<file path="config.mk">
export PLATFORM = sky130hd
export DESIGN_NAME = rtch_queue
export DESIGN_NICKNAME = d
export VERILOG_FILES = /design/src/rtl/core/rtch_pkg.sv /design/src/rtl/core/rtch_queue.sv
export SDC_FILE = /design/constraint.sdc
export NUM_CORES = 1
export LEC_CHECK = 0
export BUFFER_PORTS_ARGS = -buffer_cell sky130_fd_sc_hd__buf_2
export CAP_MARGIN = 20
export CORE_MARGIN = 5
export CORE_UTILIZATION = 30
export DETAILED_ROUTE_END_ITERATION = 16
export HOLD_SLACK_MARGIN = 0.1
export PLACE_DENSITY_LB_ADDON = 0.15
export SLEW_MARGIN = 20
export SYNTH_ARGS = -nofsm -noshare
export SYNTH_HDL_FRONTEND = slang
export SYNTH_SLANG_ARGS = --single-unit
</file>
<file path="constraint.sdc">
create_clock -name clk -period 12.3 [get_ports clk]
set_clock_uncertainty 0.1 [all_clocks]
set_input_delay 1.845 -clock clk [delete_from_list [all_inputs] [get_ports clk]]
set_output_delay 1.845 -clock clk [all_outputs]
set_load 0.01 [all_outputs]
</file>
<file path="src/rtl/core/rtch_pkg.sv">
// Shared types, constants and the datapath step program of the ray/triangle block.
// No dependencies.
package rtch_pkg;

  localparam int INDEX_BITS_DEF = 16;
  localparam int CFG_IDX_W      = 4;
  localparam int Q_DEPTH        = 2;
  localparam int N_STEPS        = 24;
  localparam int STEP_W         = 5;
  localparam int DIV_BITS       = 48;
  localparam int DIV_CNT_W      = 6;

  localparam logic [CFG_IDX_W-1:0] REG_ORIGIN_X = 4'd0;
  localparam logic [CFG_IDX_W-1:0] REG_ORIGIN_Y = 4'd1;
  localparam logic [CFG_IDX_W-1:0] REG_ORIGIN_Z = 4'd2;
  localparam logic [CFG_IDX_W-1:0] REG_DIR_X    = 4'd3;
  localparam logic [CFG_IDX_W-1:0] REG_DIR_Y    = 4'd4;
  localparam logic [CFG_IDX_W-1:0] REG_DIR_Z    = 4'd5;
  localparam logic [CFG_IDX_W-1:0] REG_MIN_T    = 4'd6;
  localparam logic [CFG_IDX_W-1:0] REG_MAX_T    = 4'd7;

  typedef logic signed [31:0] q_t;

  localparam q_t Q_ZERO    = 32'sd0;
  localparam q_t Q_ONE     = 32'sd65536;
  localparam q_t Q_MAX     = 32'sh7FFF_FFFF;
  localparam q_t BARY_LO   = -32'sd1;
  localparam q_t BARY_HI   = 32'sd65537;
  localparam logic signed [33:0] BARY_SUM_HI = 34'sd65537;

  typedef struct packed {
    q_t ox; q_t oy; q_t oz;
    q_t dx; q_t dy; q_t dz;
  } ray_t;

  typedef enum logic [4:0] {
    SRC_DIR0, SRC_DIR1, SRC_DIR2,
    SRC_E1_0, SRC_E1_1, SRC_E1_2,
    SRC_E2_0, SRC_E2_1, SRC_E2_2,
    SRC_D0,   SRC_D1,   SRC_D2,
    SRC_S1_0, SRC_S1_1, SRC_S1_2,
    SRC_S2_0, SRC_S2_1, SRC_S2_2
  } src_t;

  typedef enum logic [1:0] {OP_LOAD, OP_ADD, OP_SUB} op_t;

  typedef enum logic [3:0] {
    DST_NONE, DST_S1_0, DST_S1_1, DST_S1_2, DST_DIV, DST_NB1,
    DST_S2_0, DST_S2_1, DST_S2_2, DST_NB2, DST_NT
  } dst_t;

  typedef struct packed {
    src_t a;
    src_t b;
    op_t  op;
    dst_t dst;
  } step_t;

  // work handed from front to back
  typedef struct packed {
    q_t          divisor;
    q_t          nb1;
    q_t          nb2;
    q_t          nt;
    logic [15:0] tri_id;
    logic        last;
  } job_t;

  typedef struct packed {
    logic        hit_found;
    logic [15:0] hit_index;
    q_t          hit_t;
  } res_t;

  typedef enum logic [1:0] {F_IDLE, F_RUN, F_PUSH} fstate_t;
  typedef enum logic [1:0] {B_IDLE, B_DIV, B_EVAL, B_EMIT} bstate_t;
  typedef enum logic [1:0] {PH_B1, PH_B2, PH_T} phase_t;

  function automatic q_t sat32(input logic signed [63:0] v);
    if (v > 64'sd2147483647) return 32'sh7FFF_FFFF;
    else if (v < -64'sd2147483648) return 32'sh8000_0000;
    else return v[31:0];
  endfunction

  function automatic step_t mk(input src_t a, input src_t b, input op_t op, input dst_t dst);
    step_t s;
    s.a = a; s.b = b; s.op = op; s.dst = dst;
    return s;
  endfunction

  // s1 = dir x e2, divisor = s1.e1, nb1 = d.s1, s2 = d x e1, nb2 = dir.s2, nt = e2.s2
  function automatic step_t prog(input logic [STEP_W-1:0] s);
    case (s)
      5'd0:  return mk(SRC_DIR1, SRC_E2_2, OP_LOAD, DST_NONE);
      5'd1:  return mk(SRC_DIR2, SRC_E2_1, OP_SUB,  DST_S1_0);
      5'd2:  return mk(SRC_DIR2, SRC_E2_0, OP_LOAD, DST_NONE);
      5'd3:  return mk(SRC_DIR0, SRC_E2_2, OP_SUB,  DST_S1_1);
      5'd4:  return mk(SRC_DIR0, SRC_E2_1, OP_LOAD, DST_NONE);
      5'd5:  return mk(SRC_DIR1, SRC_E2_0, OP_SUB,  DST_S1_2);
      5'd6:  return mk(SRC_S1_0, SRC_E1_0, OP_LOAD, DST_NONE);
      5'd7:  return mk(SRC_S1_1, SRC_E1_1, OP_ADD,  DST_NONE);
      5'd8:  return mk(SRC_S1_2, SRC_E1_2, OP_ADD,  DST_DIV);
      5'd9:  return mk(SRC_D0,   SRC_S1_0, OP_LOAD, DST_NONE);
      5'd10: return mk(SRC_D1,   SRC_S1_1, OP_ADD,  DST_NONE);
      5'd11: return mk(SRC_D2,   SRC_S1_2, OP_ADD,  DST_NB1);
      5'd12: return mk(SRC_D1,   SRC_E1_2, OP_LOAD, DST_NONE);
      5'd13: return mk(SRC_D2,   SRC_E1_1, OP_SUB,  DST_S2_0);
      5'd14: return mk(SRC_D2,   SRC_E1_0, OP_LOAD, DST_NONE);
      5'd15: return mk(SRC_D0,   SRC_E1_2, OP_SUB,  DST_S2_1);
      5'd16: return mk(SRC_D0,   SRC_E1_1, OP_LOAD, DST_NONE);
      5'd17: return mk(SRC_D1,   SRC_E1_0, OP_SUB,  DST_S2_2);
      5'd18: return mk(SRC_DIR0, SRC_S2_0, OP_LOAD, DST_NONE);
      5'd19: return mk(SRC_DIR1, SRC_S2_1, OP_ADD,  DST_NONE);
      5'd20: return mk(SRC_DIR2, SRC_S2_2, OP_ADD,  DST_NB2);
      5'd21: return mk(SRC_E2_0, SRC_S2_0, OP_LOAD, DST_NONE);
      5'd22: return mk(SRC_E2_1, SRC_S2_1, OP_ADD,  DST_NONE);
      5'd23: return mk(SRC_E2_2, SRC_S2_2, OP_ADD,  DST_NT);
      default: return mk(SRC_DIR0, SRC_DIR0, OP_LOAD, DST_NONE);
    endcase
  endfunction

endpackage

</file>
<file path="src/rtl/core/rtch_queue.sv">
// Small job queue between the front and back ends.
// Depends on rtch_pkg.
module rtch_queue (
  input  logic           clk,
  input  logic           rst_n,
  input  rtch_pkg::job_t push_data,
  input  logic           push_valid,
  output logic           push_ready,
  output rtch_pkg::job_t pop_data,
  output logic           pop_valid,
  input  logic           pop_ready
);

  localparam int PW = (rtch_pkg::Q_DEPTH > 1) ? $clog2(rtch_pkg::Q_DEPTH) : 1;
  localparam int CW = $clog2(rtch_pkg::Q_DEPTH + 1);

  rtch_pkg::job_t mem_r [rtch_pkg::Q_DEPTH];
  logic [PW-1:0]  wp_r, rp_r;
  logic [CW-1:0]  cnt_r;
  logic           push, pop;

  assign push_ready = (cnt_r != CW'(rtch_pkg::Q_DEPTH));
  assign pop_valid  = (cnt_r != '0);
  assign pop_data   = mem_r[rp_r];
  assign push       = push_valid && push_ready;
  assign pop        = pop_valid && pop_ready;

  function automatic logic [PW-1:0] wrap(input logic [PW-1:0] p);
    return (p == PW'(rtch_pkg::Q_DEPTH - 1)) ? '0 : p + 1'b1;
  endfunction

  always_ff @(posedge clk) begin
    if (!rst_n) begin
      wp_r  <= '0;
      rp_r  <= '0;
      cnt_r <= '0;
    end else begin
      if (push) wp_r <= wrap(wp_r);
      if (pop)  rp_r <= wrap(rp_r);
      if (push && !pop)      cnt_r <= cnt_r + 1'b1;
      else if (pop && !push) cnt_r <= cnt_r - 1'b1;
    end
  end

  always_ff @(posedge clk) begin
    if (push) mem_r[wp_r] <= push_data;
  end

endmodule

</file>
==> flow_summary.toml <==
[cts]
ctsResizeCount = 0
path_clk_slew_ns = 0.05
cts_buffer_depth = 3
clk_latency_ns = 0.51
postCtsSetupBuffers = 0
tritoncts = "built"
htreeDepth = 2
clockRootBuffer = "clkbuf_16"
postCtsHoldBufs = 0
cts_buffers = 35
cts_sinks = 295

[pwr]
ir_drop_uv = 146
leakagePower_uw = 0.00522
power_density_nw_per_um2 = 211
total_power_uw = 2940

[timing]
finalWorstSetupSlack_ns = 7.86
worst_slew_pin_slew_ns = 1.11
period_share_pct = 36.1
setup_tns_ns = 0
fmax_ghz = 0.225
finalSetupViolCount = 0
drv_slew = 0
max_slew_margin_pct = 25.9
rsz0062_at_grt = "false"
period_needed_ns = 4.44
hold_violations = 0

[layout]
nFillCells = 3321
fin_nets = 946
multi_input_comb_area_um2 = 1960
drive_gt1_share_pct = 60.6
area_delta_synth_final_pct = 28.0
regArea_um2 = 8810

[worst_hold_path]
worstHoldPathCells = 2
hold_path_class = "flip-flop to flip-flop"
hold_start = "cnt_r[1]"
holdPathEnd = "cnt_r[1]"

[grt]
grt_overflow = 0
grt_pass1_wl_mm = 35.6
grt_pass1_vias = 6069
grt_max_degree = 82
antenna_found_initial = 7
grt_usage_pct = 11.3

[setup_path]
path_class = "flip-flop to output pin"
rr_endpoint = "mem_r[0][37]"
end_kind = "output pin"
arrival_ns = 2.49
slowest_delay_ns = 0.79
crit_required_ns = 10.35
slowest_stage = "buf_4"
r2r_slack_ns = 9.43
worstPathCellList = "buf_4 -> mux2_2 -> buf_2"
r2r-start = "cnt_r[0]"
cp_max_fo = 68
r2r_cells = 4
startpoint_type = "flip-flop"

[floorplanning]
die_y_um = 201
pin_count = 296
rows = 69
die_area_um2 = 40200
start_util_pct = 30.5
die_w_um = 201
core_area_um2 = 35700

[placed_design]
post-place-ws_ns = 8.07
dpl.hpwl_mm = 16.0
port_buffers = 295
gp_congestion = 0.724

[routing]
drtPass1Iterations = 4
drt_iter0_drc = 174
num_vias = 5517
wirelength_mm = 23.4
antenna_left = 0
wire_per_inst_um = 18.3
drc = 0
drt-vias-per-instance = 4.31

[logic_synthesis]
ys_seq_area_share_pct = 80.8
yosysUniqueCellTypes = 21
synth_warnings = 0
syn_area_um2 = 10900
netlist_instances = 475
synth_nets = 625
synth.avg_cell_area_um2 = 22.9
synth.ff_latch_count = 295

[flow_run]
maxCapViolCount = 0

[status]
status = "finished, final reports clean"
-- worst max-delay path by stage --
stage,startpoint,endpoint,slack [ns],depth (start not counted)
4_1_cts,flip-flop,pop_data[126],7.79,3
2_1_floorplan,push_valid,mem_r[1][0],6.45,1
3_5_place_dp,push_valid,mem_r[0][143],8.07,4
6_report,flip-flop,pop_data[126],7.86,3
3_3_place_gp,push_valid,mem_r[0][40],8.17,4
5_1_grt,flip-flop,pop_data[126],7.72,3
-- cell usage in the layout, fill, tap and decap left out, types with 2 or more instances in the layout --
master	count
and2_1	4
buf_2	295
buf_4	5
bufinv_16	2
clkbuf_1	7
clkbuf_16	37
clkinv_1	7
clkinv_2	3
dfxtp_1	4
diode_2	2
edfxtp_1	290
mux2_2	95
mux2_4	50
xnor2_1	2
-- layout make-up --
cell class	count	share of cell area, %
Inverter	1	0.0628
Multi-Input combinational cell	163	14.1
Sequential cell	295	63.2
Antenna cell	2	0.0359
Timing Repair Buffer	300	10.9
Tap cell	461	4.13
Clock inverter	14	0.843
Clock buffer	44	6.83
-- worst max-delay path, delay by kind of cell (launching register included) --
| family | cells | cell delay [ns] |
|---|---|---|
| buf+inv | 2 | 0.94 |
| flops | 1 | 0.47 |
| mux | 1 | 0.45 |
-- metrics by stage --
step                cell area (µm²)  hold slack (ns)  std cells  utilization [%]
finish                        14000            0.485       1280             39.0
global route                  13900            0.512       1279             39.0
CTS                           13900            0.488       1278             39.0
detailed placement            12900            0.469       1220             36.0
global placement              12900            0.430       1220             36.0
floorplan                     10900            0.412        475                -
-- synthesized netlist by cell type --
library cell  instances  area share [%]
dfxtp_1               5            0.92
a21boi_1              1           0.069
buf_6                 7            0.72
o21ai_1               1           0.046
xor2_1                1           0.080
o21ai_0               1           0.046
xnor2_1               2            0.16
and2_1                4            0.23
nand3b_1              1           0.069
mux2_4               50             6.9
nand2b_4              1            0.13
mux2_2               95             9.8
or3_1                 1           0.057
a21boi_0              1           0.069
or2_2                 1           0.057
inv_1                 1           0.034
edfxtp_1            290              80
a21bo_2               1           0.092
buf_2                 9            0.41
and3_1                1           0.057
ha_1                  1            0.11
-- layer usage --
layer	routed length [µm]	share of wire, %	track usage, %	vias to the layer above
met5	48	0.21	0	-
met4	418	1.8	3.37	8
met3	2140	9.1	5.19	45
met2	11000	47	18.1	206
met1	9790	42	13.7	2713
li1	-	-	-	2545
-- sequential cells by signal, summed over array words and instances, names as in the netlist, named ones only --
signal and count:
wp_r 1, rp_r 1, mem_r 290, cnt_r 2
-- report_power, final --
group	internal, µW	total, µW	switching, µW
clock network	585	953	368
logic	327	693	365
registers	1260	1290	35.2
-- logic make-up (layout without fill, tap and decap cells) --
family | count (synthesis) | after routing | synth area share (%)
adders and majority gates | 1 | 1 | 0.115
other | 0 | 2 | 0
DFF | 295 | 295 | 80.8
muxes | 145 | 145 | 16.7
and+or+nand+nor | 9 | 9 | 0.597
AOI/OAI and AO/OA | 5 | 5 | 0.322
xor gates and xnor gates | 3 | 3 | 0.241
buffers and inverters | 17 | 359 | 1.17
Power figures use the tool's default switching activity.
