`src/rtl/core/rtch_pkg.sv`:
```
// Shared types, constants and the datapath step program of the ray/triangle block.
// No dependencies.
package rtch_pkg;

  localparam int INDEX_BITS_DEF = 16;
  localparam int CFG_IDX_W      = 4;
  localparam int Q_DEPTH        = 2;
  localparam int N_STEPS        = 24;
  localparam int STEP_W         = 5;
  localparam int DIV_BITS       = 48;
  localparam int DIV_CNT_W      = 6;

  localparam logic [CFG_IDX_W-1:0] REG_ORIGIN_X = 4'd0;
  localparam logic [CFG_IDX_W-1:0] REG_ORIGIN_Y = 4'd1;
  localparam logic [CFG_IDX_W-1:0] REG_ORIGIN_Z = 4'd2;
  localparam logic [CFG_IDX_W-1:0] REG_DIR_X    = 4'd3;
  localparam logic [CFG_IDX_W-1:0] REG_DIR_Y    = 4'd4;
  localparam logic [CFG_IDX_W-1:0] REG_DIR_Z    = 4'd5;
  localparam logic [CFG_IDX_W-1:0] REG_MIN_T    = 4'd6;
  localparam logic [CFG_IDX_W-1:0] REG_MAX_T    = 4'd7;

  typedef logic signed [31:0] q_t;

  localparam q_t Q_ZERO    = 32'sd0;
  localparam q_t Q_ONE     = 32'sd65536;
  localparam q_t Q_MAX     = 32'sh7FFF_FFFF;
  localparam q_t BARY_LO   = -32'sd1;
  localparam q_t BARY_HI   = 32'sd65537;
  localparam logic signed [33:0] BARY_SUM_HI = 34'sd65537;

  typedef struct packed {
    q_t ox; q_t oy; q_t oz;
    q_t dx; q_t dy; q_t dz;
  } ray_t;

  typedef enum logic [4:0] {
    SRC_DIR0, SRC_DIR1, SRC_DIR2,
    SRC_E1_0, SRC_E1_1, SRC_E1_2,
    SRC_E2_0, SRC_E2_1, SRC_E2_2,
    SRC_D0,   SRC_D1,   SRC_D2,
    SRC_S1_0, SRC_S1_1, SRC_S1_2,
    SRC_S2_0, SRC_S2_1, SRC_S2_2
  } src_t;

  typedef enum logic [1:0] {OP_LOAD, OP_ADD, OP_SUB} op_t;

  typedef enum logic [3:0] {
    DST_NONE, DST_S1_0, DST_S1_1, DST_S1_2, DST_DIV, DST_NB1,
    DST_S2_0, DST_S2_1, DST_S2_2, DST_NB2, DST_NT
  } dst_t;

  typedef struct packed {
    src_t a;
    src_t b;
    op_t  op;
    dst_t dst;
  } step_t;

  // work handed from front to back
  typedef struct packed {
    q_t          divisor;
    q_t          nb1;
    q_t          nb2;
    q_t          nt;
    logic [15:0] tri_id;
    logic        last;
  } job_t;

  typedef struct packed {
    logic        hit_found;
    logic [15:0] hit_index;
    q_t          hit_t;
  } res_t;

  typedef enum logic [1:0] {F_IDLE, F_RUN, F_PUSH} fstate_t;
  typedef enum logic [1:0] {B_IDLE, B_DIV, B_EVAL, B_EMIT} bstate_t;
  typedef enum logic [1:0] {PH_B1, PH_B2, PH_T} phase_t;

  function automatic q_t sat32(input logic signed [63:0] v);
    if (v > 64'sd2147483647) return 32'sh7FFF_FFFF;
    else if (v < -64'sd2147483648) return 32'sh8000_0000;
    else return v[31:0];
  endfunction

  function automatic step_t mk(input src_t a, input src_t b, input op_t op, input dst_t dst);
    step_t s;
    s.a = a; s.b = b; s.op = op; s.dst = dst;
    return s;
  endfunction

  // s1 = dir x e2, divisor = s1.e1, nb1 = d.s1, s2 = d x e1, nb2 = dir.s2, nt = e2.s2
  function automatic step_t prog(input logic [STEP_W-1:0] s);
    case (s)
      5'd0:  return mk(SRC_DIR1, SRC_E2_2, OP_LOAD, DST_NONE);
      5'd1:  return mk(SRC_DIR2, SRC_E2_1, OP_SUB,  DST_S1_0);
      5'd2:  return mk(SRC_DIR2, SRC_E2_0, OP_LOAD, DST_NONE);
      5'd3:  return mk(SRC_DIR0, SRC_E2_2, OP_SUB,  DST_S1_1);
      5'd4:  return mk(SRC_DIR0, SRC_E2_1, OP_LOAD, DST_NONE);
      5'd5:  return mk(SRC_DIR1, SRC_E2_0, OP_SUB,  DST_S1_2);
      5'd6:  return mk(SRC_S1_0, SRC_E1_0, OP_LOAD, DST_NONE);
      5'd7:  return mk(SRC_S1_1, SRC_E1_1, OP_ADD,  DST_NONE);
      5'd8:  return mk(SRC_S1_2, SRC_E1_2, OP_ADD,  DST_DIV);
      5'd9:  return mk(SRC_D0,   SRC_S1_0, OP_LOAD, DST_NONE);
      5'd10: return mk(SRC_D1,   SRC_S1_1, OP_ADD,  DST_NONE);
      5'd11: return mk(SRC_D2,   SRC_S1_2, OP_ADD,  DST_NB1);
      5'd12: return mk(SRC_D1,   SRC_E1_2, OP_LOAD, DST_NONE);
      5'd13: return mk(SRC_D2,   SRC_E1_1, OP_SUB,  DST_S2_0);
      5'd14: return mk(SRC_D2,   SRC_E1_0, OP_LOAD, DST_NONE);
      5'd15: return mk(SRC_D0,   SRC_E1_2, OP_SUB,  DST_S2_1);
      5'd16: return mk(SRC_D0,   SRC_E1_1, OP_LOAD, DST_NONE);
      5'd17: return mk(SRC_D1,   SRC_E1_0, OP_SUB,  DST_S2_2);
      5'd18: return mk(SRC_DIR0, SRC_S2_0, OP_LOAD, DST_NONE);
      5'd19: return mk(SRC_DIR1, SRC_S2_1, OP_ADD,  DST_NONE);
      5'd20: return mk(SRC_DIR2, SRC_S2_2, OP_ADD,  DST_NB2);
      5'd21: return mk(SRC_E2_0, SRC_S2_0, OP_LOAD, DST_NONE);
      5'd22: return mk(SRC_E2_1, SRC_S2_1, OP_ADD,  DST_NONE);
      5'd23: return mk(SRC_E2_2, SRC_S2_2, OP_ADD,  DST_NT);
      default: return mk(SRC_DIR0, SRC_DIR0, OP_LOAD, DST_NONE);
    endcase
  endfunction

endpackage

```
`src/rtl/core/rtch_if.sv`:
```
// Valid/ready channel interfaces: triangle items in, hit results out.
// No dependencies.
interface rtch_tri_if;
  logic               valid;
  logic               ready;
  logic signed [31:0] a_x, a_y, a_z;
  logic signed [31:0] b_x, b_y, b_z;
  logic signed [31:0] c_x, c_y, c_z;
  logic [15:0]        tri_id;
  logic               last;
  modport source (output valid, a_x, a_y, a_z, b_x, b_y, b_z, c_x, c_y, c_z,
                  tri_id, last, input ready);
  modport sink   (input valid, a_x, a_y, a_z, b_x, b_y, b_z, c_x, c_y, c_z,
                  tri_id, last, output ready);
endinterface


```
`src/rtl/core/rtch_front.sv`:
```
// Front end: takes a triangle, forms edges and runs the 24-product step program
// on one shared multiplier. Depends on rtch_pkg and rtch_if.
module rtch_front (
  input  logic             clk,
  input  logic             rst_n,
  input  rtch_pkg::ray_t   ray,
  rtch_tri_if.sink         in_tri,
  output rtch_pkg::job_t   job,
  output logic             job_valid,
  input  logic             job_ready
);

  rtch_pkg::fstate_t state_r, state_nxt;
  logic [rtch_pkg::STEP_W-1:0] sc_r, sc_nxt;
  logic pend_r, issue, accept;

  rtch_pkg::q_t e1_r [3];
  rtch_pkg::q_t e2_r [3];
  rtch_pkg::q_t d_r  [3];
  rtch_pkg::q_t s1_r [3];
  rtch_pkg::q_t s2_r [3];
  rtch_pkg::q_t div_r, nb1_r, nb2_r, nt_r;
  logic [15:0]  id_r;
  logic         last_r;

  rtch_pkg::step_t    st, pst_r;
  rtch_pkg::q_t       opa, opb, qm, wval;
  logic signed [63:0] prod_r;
  logic signed [33:0] acc_r, acc_nxt;

  function automatic rtch_pkg::q_t sel(input rtch_pkg::src_t s);
    case (s)
      rtch_pkg::SRC_DIR0: return ray.dx;
      rtch_pkg::SRC_DIR1: return ray.dy;
      rtch_pkg::SRC_DIR2: return ray.dz;
      rtch_pkg::SRC_E1_0: return e1_r[0];
      rtch_pkg::SRC_E1_1: return e1_r[1];
      rtch_pkg::SRC_E1_2: return e1_r[2];
      rtch_pkg::SRC_E2_0: return e2_r[0];
      rtch_pkg::SRC_E2_1: return e2_r[1];
      rtch_pkg::SRC_E2_2: return e2_r[2];
      rtch_pkg::SRC_D0:   return d_r[0];
      rtch_pkg::SRC_D1:   return d_r[1];
      rtch_pkg::SRC_D2:   return d_r[2];
      rtch_pkg::SRC_S1_0: return s1_r[0];
      rtch_pkg::SRC_S1_1: return s1_r[1];
      rtch_pkg::SRC_S1_2: return s1_r[2];
      rtch_pkg::SRC_S2_0: return s2_r[0];
      rtch_pkg::SRC_S2_1: return s2_r[1];
      rtch_pkg::SRC_S2_2: return s2_r[2];
      default:            return rtch_pkg::Q_ZERO;
    endcase
  endfunction

  assign in_tri.ready = (state_r == rtch_pkg::F_IDLE);
  assign accept       = in_tri.valid && in_tri.ready;
  assign issue        = (state_r == rtch_pkg::F_RUN) &&
                        (sc_r != rtch_pkg::STEP_W'(rtch_pkg::N_STEPS));

  always_comb begin
    state_nxt = state_r;
    sc_nxt    = sc_r;
    job_valid = 1'b0;
    case (state_r)
      rtch_pkg::F_IDLE: begin
        if (in_tri.valid) begin
          state_nxt = rtch_pkg::F_RUN;
          sc_nxt    = '0;
        end
      end
      rtch_pkg::F_RUN: begin
        if (sc_r == rtch_pkg::STEP_W'(rtch_pkg::N_STEPS)) state_nxt = rtch_pkg::F_PUSH;
        else sc_nxt = sc_r + 1'b1;
      end
      rtch_pkg::F_PUSH: begin
        job_valid = 1'b1;
        if (job_ready) state_nxt = rtch_pkg::F_IDLE;
      end
      default: state_nxt = rtch_pkg::F_IDLE;
    endcase
  end

  always_comb begin
    st  = rtch_pkg::prog(sc_r);
    opa = sel(st.a);
    opb = sel(st.b);
    qm  = rtch_pkg::sat32(prod_r >>> 16);   // floor shift, then clamp
    case (pst_r.op)
      rtch_pkg::OP_LOAD: acc_nxt = 34'(qm);
      rtch_pkg::OP_ADD:  acc_nxt = acc_r + 34'(qm);
      rtch_pkg::OP_SUB:  acc_nxt = acc_r - 34'(qm);
      default:           acc_nxt = acc_r;
    endcase
    wval = rtch_pkg::sat32(64'(acc_nxt));
  end

  always_ff @(posedge clk) begin
    if (!rst_n) begin
      state_r <= rtch_pkg::F_IDLE;
      sc_r    <= '0;
      pend_r  <= 1'b0;
    end else begin
      state_r <= state_nxt;
      sc_r    <= sc_nxt;
      pend_r  <= issue;
    end
  end

  always_ff @(posedge clk) begin
    if (accept) begin
      e1_r[0] <= rtch_pkg::sat32(64'(in_tri.b_x) - 64'(in_tri.a_x));
      e1_r[1] <= rtch_pkg::sat32(64'(in_tri.b_y) - 64'(in_tri.a_y));
      e1_r[2] <= rtch_pkg::sat32(64'(in_tri.b_z) - 64'(in_tri.a_z));
      e2_r[0] <= rtch_pkg::sat32(64'(in_tri.c_x) - 64'(in_tri.a_x));
      e2_r[1] <= rtch_pkg::sat32(64'(in_tri.c_y) - 64'(in_tri.a_y));
      e2_r[2] <= rtch_pkg::sat32(64'(in_tri.c_z) - 64'(in_tri.a_z));
      d_r[0]  <= rtch_pkg::sat32(64'(ray.ox) - 64'(in_tri.a_x));
      d_r[1]  <= rtch_pkg::sat32(64'(ray.oy) - 64'(in_tri.a_y));
      d_r[2]  <= rtch_pkg::sat32(64'(ray.oz) - 64'(in_tri.a_z));
      id_r    <= in_tri.tri_id;
      last_r  <= in_tri.last;
    end
    if (issue) begin
      prod_r <= opa * opb;
      pst_r  <= st;
    end
    if (pend_r) begin
      acc_r <= acc_nxt;
      case (pst_r.dst)
        rtch_pkg::DST_S1_0: s1_r[0] <= wval;
        rtch_pkg::DST_S1_1: s1_r[1] <= wval;
        rtch_pkg::DST_S1_2: s1_r[2] <= wval;
        rtch_pkg::DST_DIV:  div_r   <= wval;
        rtch_pkg::DST_NB1:  nb1_r   <= wval;
        rtch_pkg::DST_S2_0: s2_r[0] <= wval;
        rtch_pkg::DST_S2_1: s2_r[1] <= wval;
        rtch_pkg::DST_S2_2: s2_r[2] <= wval;
        rtch_pkg::DST_NB2:  nb2_r   <= wval;
        rtch_pkg::DST_NT:   nt_r    <= wval;
        default: ;
      endcase
    end
  end

  always_comb begin
    job.divisor = div_r;
    job.nb1     = nb1_r;
    job.nb2     = nb2_r;
    job.nt      = nt_r;
    job.tri_id  = id_r;
    job.last    = last_r;
  end

endmodule

```
`src/flat_wrapper.sv`:
```
// flat-port wrapper written by rule: the top's interface ports become plain ports
module rtch_front_flat 
  (clk, rst_n, ray, job, job_valid, job_ready, in_tri_valid, in_tri_a_x, in_tri_a_y, in_tri_a_z, in_tri_b_x, in_tri_b_y, in_tri_b_z, in_tri_c_x, in_tri_c_y, in_tri_c_z, in_tri_tri_id, in_tri_last, in_tri_ready);
  rtch_tri_if in_tri_i ();
  input  logic clk;
  input  logic rst_n;
  input  rtch_pkg::ray_t ray;
  output rtch_pkg::job_t job;
  output logic job_valid;
  input  logic job_ready;
  input wire logic [$bits(in_tri_i.valid)-1:0] in_tri_valid;
  input wire logic [$bits(in_tri_i.a_x)-1:0] in_tri_a_x;
  input wire logic [$bits(in_tri_i.a_y)-1:0] in_tri_a_y;
  input wire logic [$bits(in_tri_i.a_z)-1:0] in_tri_a_z;
  input wire logic [$bits(in_tri_i.b_x)-1:0] in_tri_b_x;
  input wire logic [$bits(in_tri_i.b_y)-1:0] in_tri_b_y;
  input wire logic [$bits(in_tri_i.b_z)-1:0] in_tri_b_z;
  input wire logic [$bits(in_tri_i.c_x)-1:0] in_tri_c_x;
  input wire logic [$bits(in_tri_i.c_y)-1:0] in_tri_c_y;
  input wire logic [$bits(in_tri_i.c_z)-1:0] in_tri_c_z;
  input wire logic [$bits(in_tri_i.tri_id)-1:0] in_tri_tri_id;
  input wire logic [$bits(in_tri_i.last)-1:0] in_tri_last;
  output wire logic [$bits(in_tri_i.ready)-1:0] in_tri_ready;
  assign in_tri_i.valid = in_tri_valid;
  assign in_tri_i.a_x = in_tri_a_x;
  assign in_tri_i.a_y = in_tri_a_y;
  assign in_tri_i.a_z = in_tri_a_z;
  assign in_tri_i.b_x = in_tri_b_x;
  assign in_tri_i.b_y = in_tri_b_y;
  assign in_tri_i.b_z = in_tri_b_z;
  assign in_tri_i.c_x = in_tri_c_x;
  assign in_tri_i.c_y = in_tri_c_y;
  assign in_tri_i.c_z = in_tri_c_z;
  assign in_tri_i.tri_id = in_tri_tri_id;
  assign in_tri_i.last = in_tri_last;
  assign in_tri_ready = in_tri_i.ready;
  rtch_front u_core (.clk(clk), .rst_n(rst_n), .ray(ray), .in_tri(in_tri_i), .job(job), .job_valid(job_valid), .job_ready(job_ready));
endmodule
```
`config.mk`:
```
export PLATFORM = sky130hd
export DESIGN_NAME = rtch_front_flat
export DESIGN_NICKNAME = d
export VERILOG_FILES = /design/src/rtl/core/rtch_pkg.sv /design/src/rtl/core/rtch_if.sv /design/src/rtl/core/rtch_front.sv /design/src/flat_wrapper.sv
export SDC_FILE = /design/constraint.sdc
export NUM_CORES = 2
export LEC_CHECK = 0
export BUFFER_PORTS_ARGS = -buffer_cell sky130_fd_sc_hd__buf_4
export CORE_UTILIZATION = 50
export CTS_BUF_LIST = sky130_fd_sc_hd__clkbuf_8
export DETAILED_ROUTE_END_ITERATION = 10
export GPL_TIMING_DRIVEN = 0
export PLACE_DENSITY = 0.67
export SKIP_LAST_GASP = 1
export SLEW_MARGIN = 20
export SYNTH_ARGS = -nofsm -noshare
export SYNTH_HDL_FRONTEND = slang
export SYNTH_SLANG_ARGS = --single-unit
```
`constraint.sdc`:
```
create_clock -name clk -period 13.91 [get_ports clk]
set_input_delay 0.6955 -clock clk [delete_from_list [all_inputs] [get_ports clk]]
set_output_delay 0.6955 -clock clk [all_outputs]
set_load 0.005 [all_outputs]
```
==> out/metrics.yaml <==
yosys-top-cells-count: "1,531 x sky130_fd_sc_hd__inv_1, 1,091 x sky130_fd_sc_hd__fa_1, 768 x sky130_fd_sc_hd__nand2_1, 756 x sky130_fd_sc_hd__nor2_1, 713 x sky130_fd_sc_hd__edfxtp_1"
ant_nets: 0
vias_in_the_first_global_route: 77200
cts_inserted_buffers: 133
fraction_of_final_layout_cells_with_drive_strength_greater_than_1_pct: 11.9
vias_per_cell: 6.40
cp_data_arrival_time_ps: 14560
core_region_area_um2: 169000
finish.net_count: 11900
start_to_end_type_of_the_worst_setup_path: "flop to flop"
post_drt_wl_per_cell_um: 34.2
initial_util_pct: 50.4
timing_hold_violations_final: 0
final_cell_area_um2: 97800
fmaxAchievable_mhz: 71.5
synth_top_area_cell: "sky130_fd_sc_hd__fa_1"
register_area_um2: 21900
antenna_found_initial: 30
synth-main-ff-cell: "sky130_fd_sc_hd__edfxtp_1"
timing.final.crit_share_pct: 101
die-width_um: 415
detail_route.iter0.violations: 10200
port_buffers: 647
globalRouteOverflowTotal: 0
finalMaxSlewViolations: 0
place.detailed.hpwl_um: 339000
path_buf_inv: 10
layout_setup_ws_ps: -81.1
hold_path.class: "primary input to flop"
setup-tns-final_ps: -179
cts_root_buf: "sky130_fd_sc_hd__clkbuf_8"
worstMarginPinSlew_ps: 1360
numClockSinks: 736
max-slew-margin-rel_pct: 9.42
timing.critical_path.max_delay_family: "adder cells"
synth.cell_area_um2: 85400
outcome: "finished, violations left"
mappedNetlistNets: 11000
clk_pin_slew_worst_paths_ps: 60
global_route.usage.met1_pct: 56.6
seq_area_frac_synth_pct: 25.6
grtUsageTotal_pct: 47.8
worst_skew_pair_latency_ps: 900
io-pin-count: 648
critical_path_start_type: "flop"
max-clock-path-buffers: 3
worst_path_largest_cell_delay_ps: 920
area_delta_synth_final_pct: 14.5
grt_first_pass_wirelength_um: 574000
setup_repair_after_global_routing_missed_its_margin: "no"
fin_crit_ps: 13990
synth_top_area_share_pct: 25.6
timing.critical_path.required_ps: 14470
drc_errors: 0
place_area_um2: 94900
synth.most_common_cell: "sky130_fd_sc_hd__inv_1"
floorplan.rows: 151
worst_path_max_delay_cell: "sky130_fd_sc_hd__buf_1"
synth_top_cells_by_area: "sky130_fd_sc_hd__fa_1 26%, sky130_fd_sc_hd__edfxtp_1 25%, sky130_fd_sc_hd__ha_1 7.5%"
largest_net_degree_at_the_start_of_global_routing: 117
met3_usage_pct: 16.4
maximum_net_fanout_on_the_critical_path: 10
crit_top_cell: "sky130_fd_sc_hd__fa_1"
cts-htree-levels: 4
synth_async_sr_flop_share_pct: 0
avgSynthCellArea_um2: 9.56
area_occupied_by_multi_input_gates_um2: 56800
die_area_um2: 172000
max_cap_viol_count: 0
detailroute.via_count: 77900
cp-end-kind: "flop"
grt.busiest_layer: "met2"
fill_cells: 14900
violations_in_the_final_reports: "setup timing"
utilization_pct: 57.7
final-setup-viol-count: 3
finalHoldWorstSlack_ps: 126
clock-skew-final_ps: 71.6
yosys_register_bits: 736
drt_pre_antenna_iters: 7
tritoncts: "done"
ys.warnings.count: 0
groute.layer.met2.usage_pct: 69.8
synth_cell_type_count: 102
drt-total-wl_um: 416000
synth-edff-count: 713
floorplan.die.height_um: 415
gp_routability_congestion: 1.10
number_of_standard_cells_after_synthesis: 8934
==> sequential cells by signal, indices dropped and copies added (netlist names), 34 cells and up <==
name and flops:
u_core.s2_r 96, u_core.s1_r 96, u_core.e2_r 96, u_core.d_r 96, u_core.prod_r 48, u_core.e1_r 96
u_core.acc_r 34
==> final cells by class <==
type	count	area share, %
antenna	4	0.0102
buffer	398	1.70
clock buffer	136	1.91
clock inverter	98	0.714
inverter	1534	5.90
multi-input combinational	6260	58.1
sequential	736	22.4
tap	2218	2.84
timing repair buffer	780	6.47
==> placed cells by master, fill, tap and decap left out, types with 33 or more instances in the layout <==
master	count
sky130_fd_sc_hd__a21o_1	190
sky130_fd_sc_hd__clkinv_1	36
sky130_fd_sc_hd__clkbuf_8	136
sky130_fd_sc_hd__a22oi_1	238
sky130_fd_sc_hd__nand2_1	768
sky130_fd_sc_hd__inv_1	1562
sky130_fd_sc_hd__clkbuf_2	49
sky130_fd_sc_hd__a221o_1	63
sky130_fd_sc_hd__buf_4	695
sky130_fd_sc_hd__o211ai_1	35
sky130_fd_sc_hd__clkbuf_1	285
sky130_fd_sc_hd__and2_1	55
sky130_fd_sc_hd__ha_1	514
sky130_fd_sc_hd__a22o_1	138
sky130_fd_sc_hd__a221oi_1	94
sky130_fd_sc_hd__o31ai_1	33
sky130_fd_sc_hd__maj3_1	96
sky130_fd_sc_hd__nand3_1	91
sky130_fd_sc_hd__xor2_1	112
sky130_fd_sc_hd__o21ai_0	274
sky130_fd_sc_hd__edfxtp_1	713
sky130_fd_sc_hd__nor2_1	738
sky130_fd_sc_hd__nand2b_1	79
sky130_fd_sc_hd__a31oi_1	48
sky130_fd_sc_hd__nor2b_1	58
sky130_fd_sc_hd__and3_1	55
sky130_fd_sc_hd__o21bai_1	59
sky130_fd_sc_hd__o21a_1	71
sky130_fd_sc_hd__xnor2_1	223
sky130_fd_sc_hd__buf_2	54
sky130_fd_sc_hd__fa_1	1091
sky130_fd_sc_hd__nand4_1	86
sky130_fd_sc_hd__a21oi_1	485
sky130_fd_sc_hd__nor3_1	78
==> stage by stage <==
stage,setup slack [ps],instances
final,-81.1,12200
after detailed placement,-827,11900
after global placement,-2120,11800
after floorplan,3330,8934
after global routing,8.67,12200
after CTS,-0.839,12200
==> worst register-to-register path: cells and delay by family, from the launching register on <==
family,cells,cell delay (ps)
compound gates,8,2950
xor+xnor,1,150
fa+ha+maj,9,4550
buf+inv,10,3880
flops,1,530
simple gates,6,1610
==> layer usage <==
| layer | vias to the layer above | part of all wire [%] |
|---|---|---|
| met5 | - | 0.043 |
| met4 | 26 | 11 |
| met3 | 1526 | 13 |
| met2 | 5713 | 42 |
| met1 | 38600 | 34 |
| li1 | 32000 | - |
==> logic make-up after synthesis <==
logic type | after synthesis | synth area share [%]
flops | 736 | 25.6
compound gates | 1971 | 15.9
buf+inv | 1938 | 8.59
simple gates | 2229 | 11.9
xor+xnor | 337 | 3.48
fa+ha+maj | 1701 | 34.2
mux | 22 | 0.278
==> final timing paths <==
kind | from | endpoint | slack (ps) | depth (start not counted)
worst max-delay path | u_core.st[12]$_DFF_P_ | u_core.prod_r[48]$_DFFE_PP_ | -80 | 34
worst min-delay path | rst_n | u_core.state_r[1]$_SDFFE_PN0P_ | 130 | 2
worst max register to register | u_core.st[12]$_DFF_P_ | u_core.prod_r[48]$_DFFE_PP_ | -80 | 34
worst min register to register | u_core.st[4]$_DFF_P_ | u_core.pst_r[4]$_DFFE_PP_ | 410 | 0
==> timing repair <==
item	CTS	global route
hold endpoints to repair	17	0
setup endpoints to repair	22	18
pin swaps	0	2
buffers inserted	0	7
hold buffers	17	0
gates resized for setup	14	60
Power is left out: the tool's default activity adds up to more than one toggle a clock period on the data nets, which glitch-free logic cannot reach.
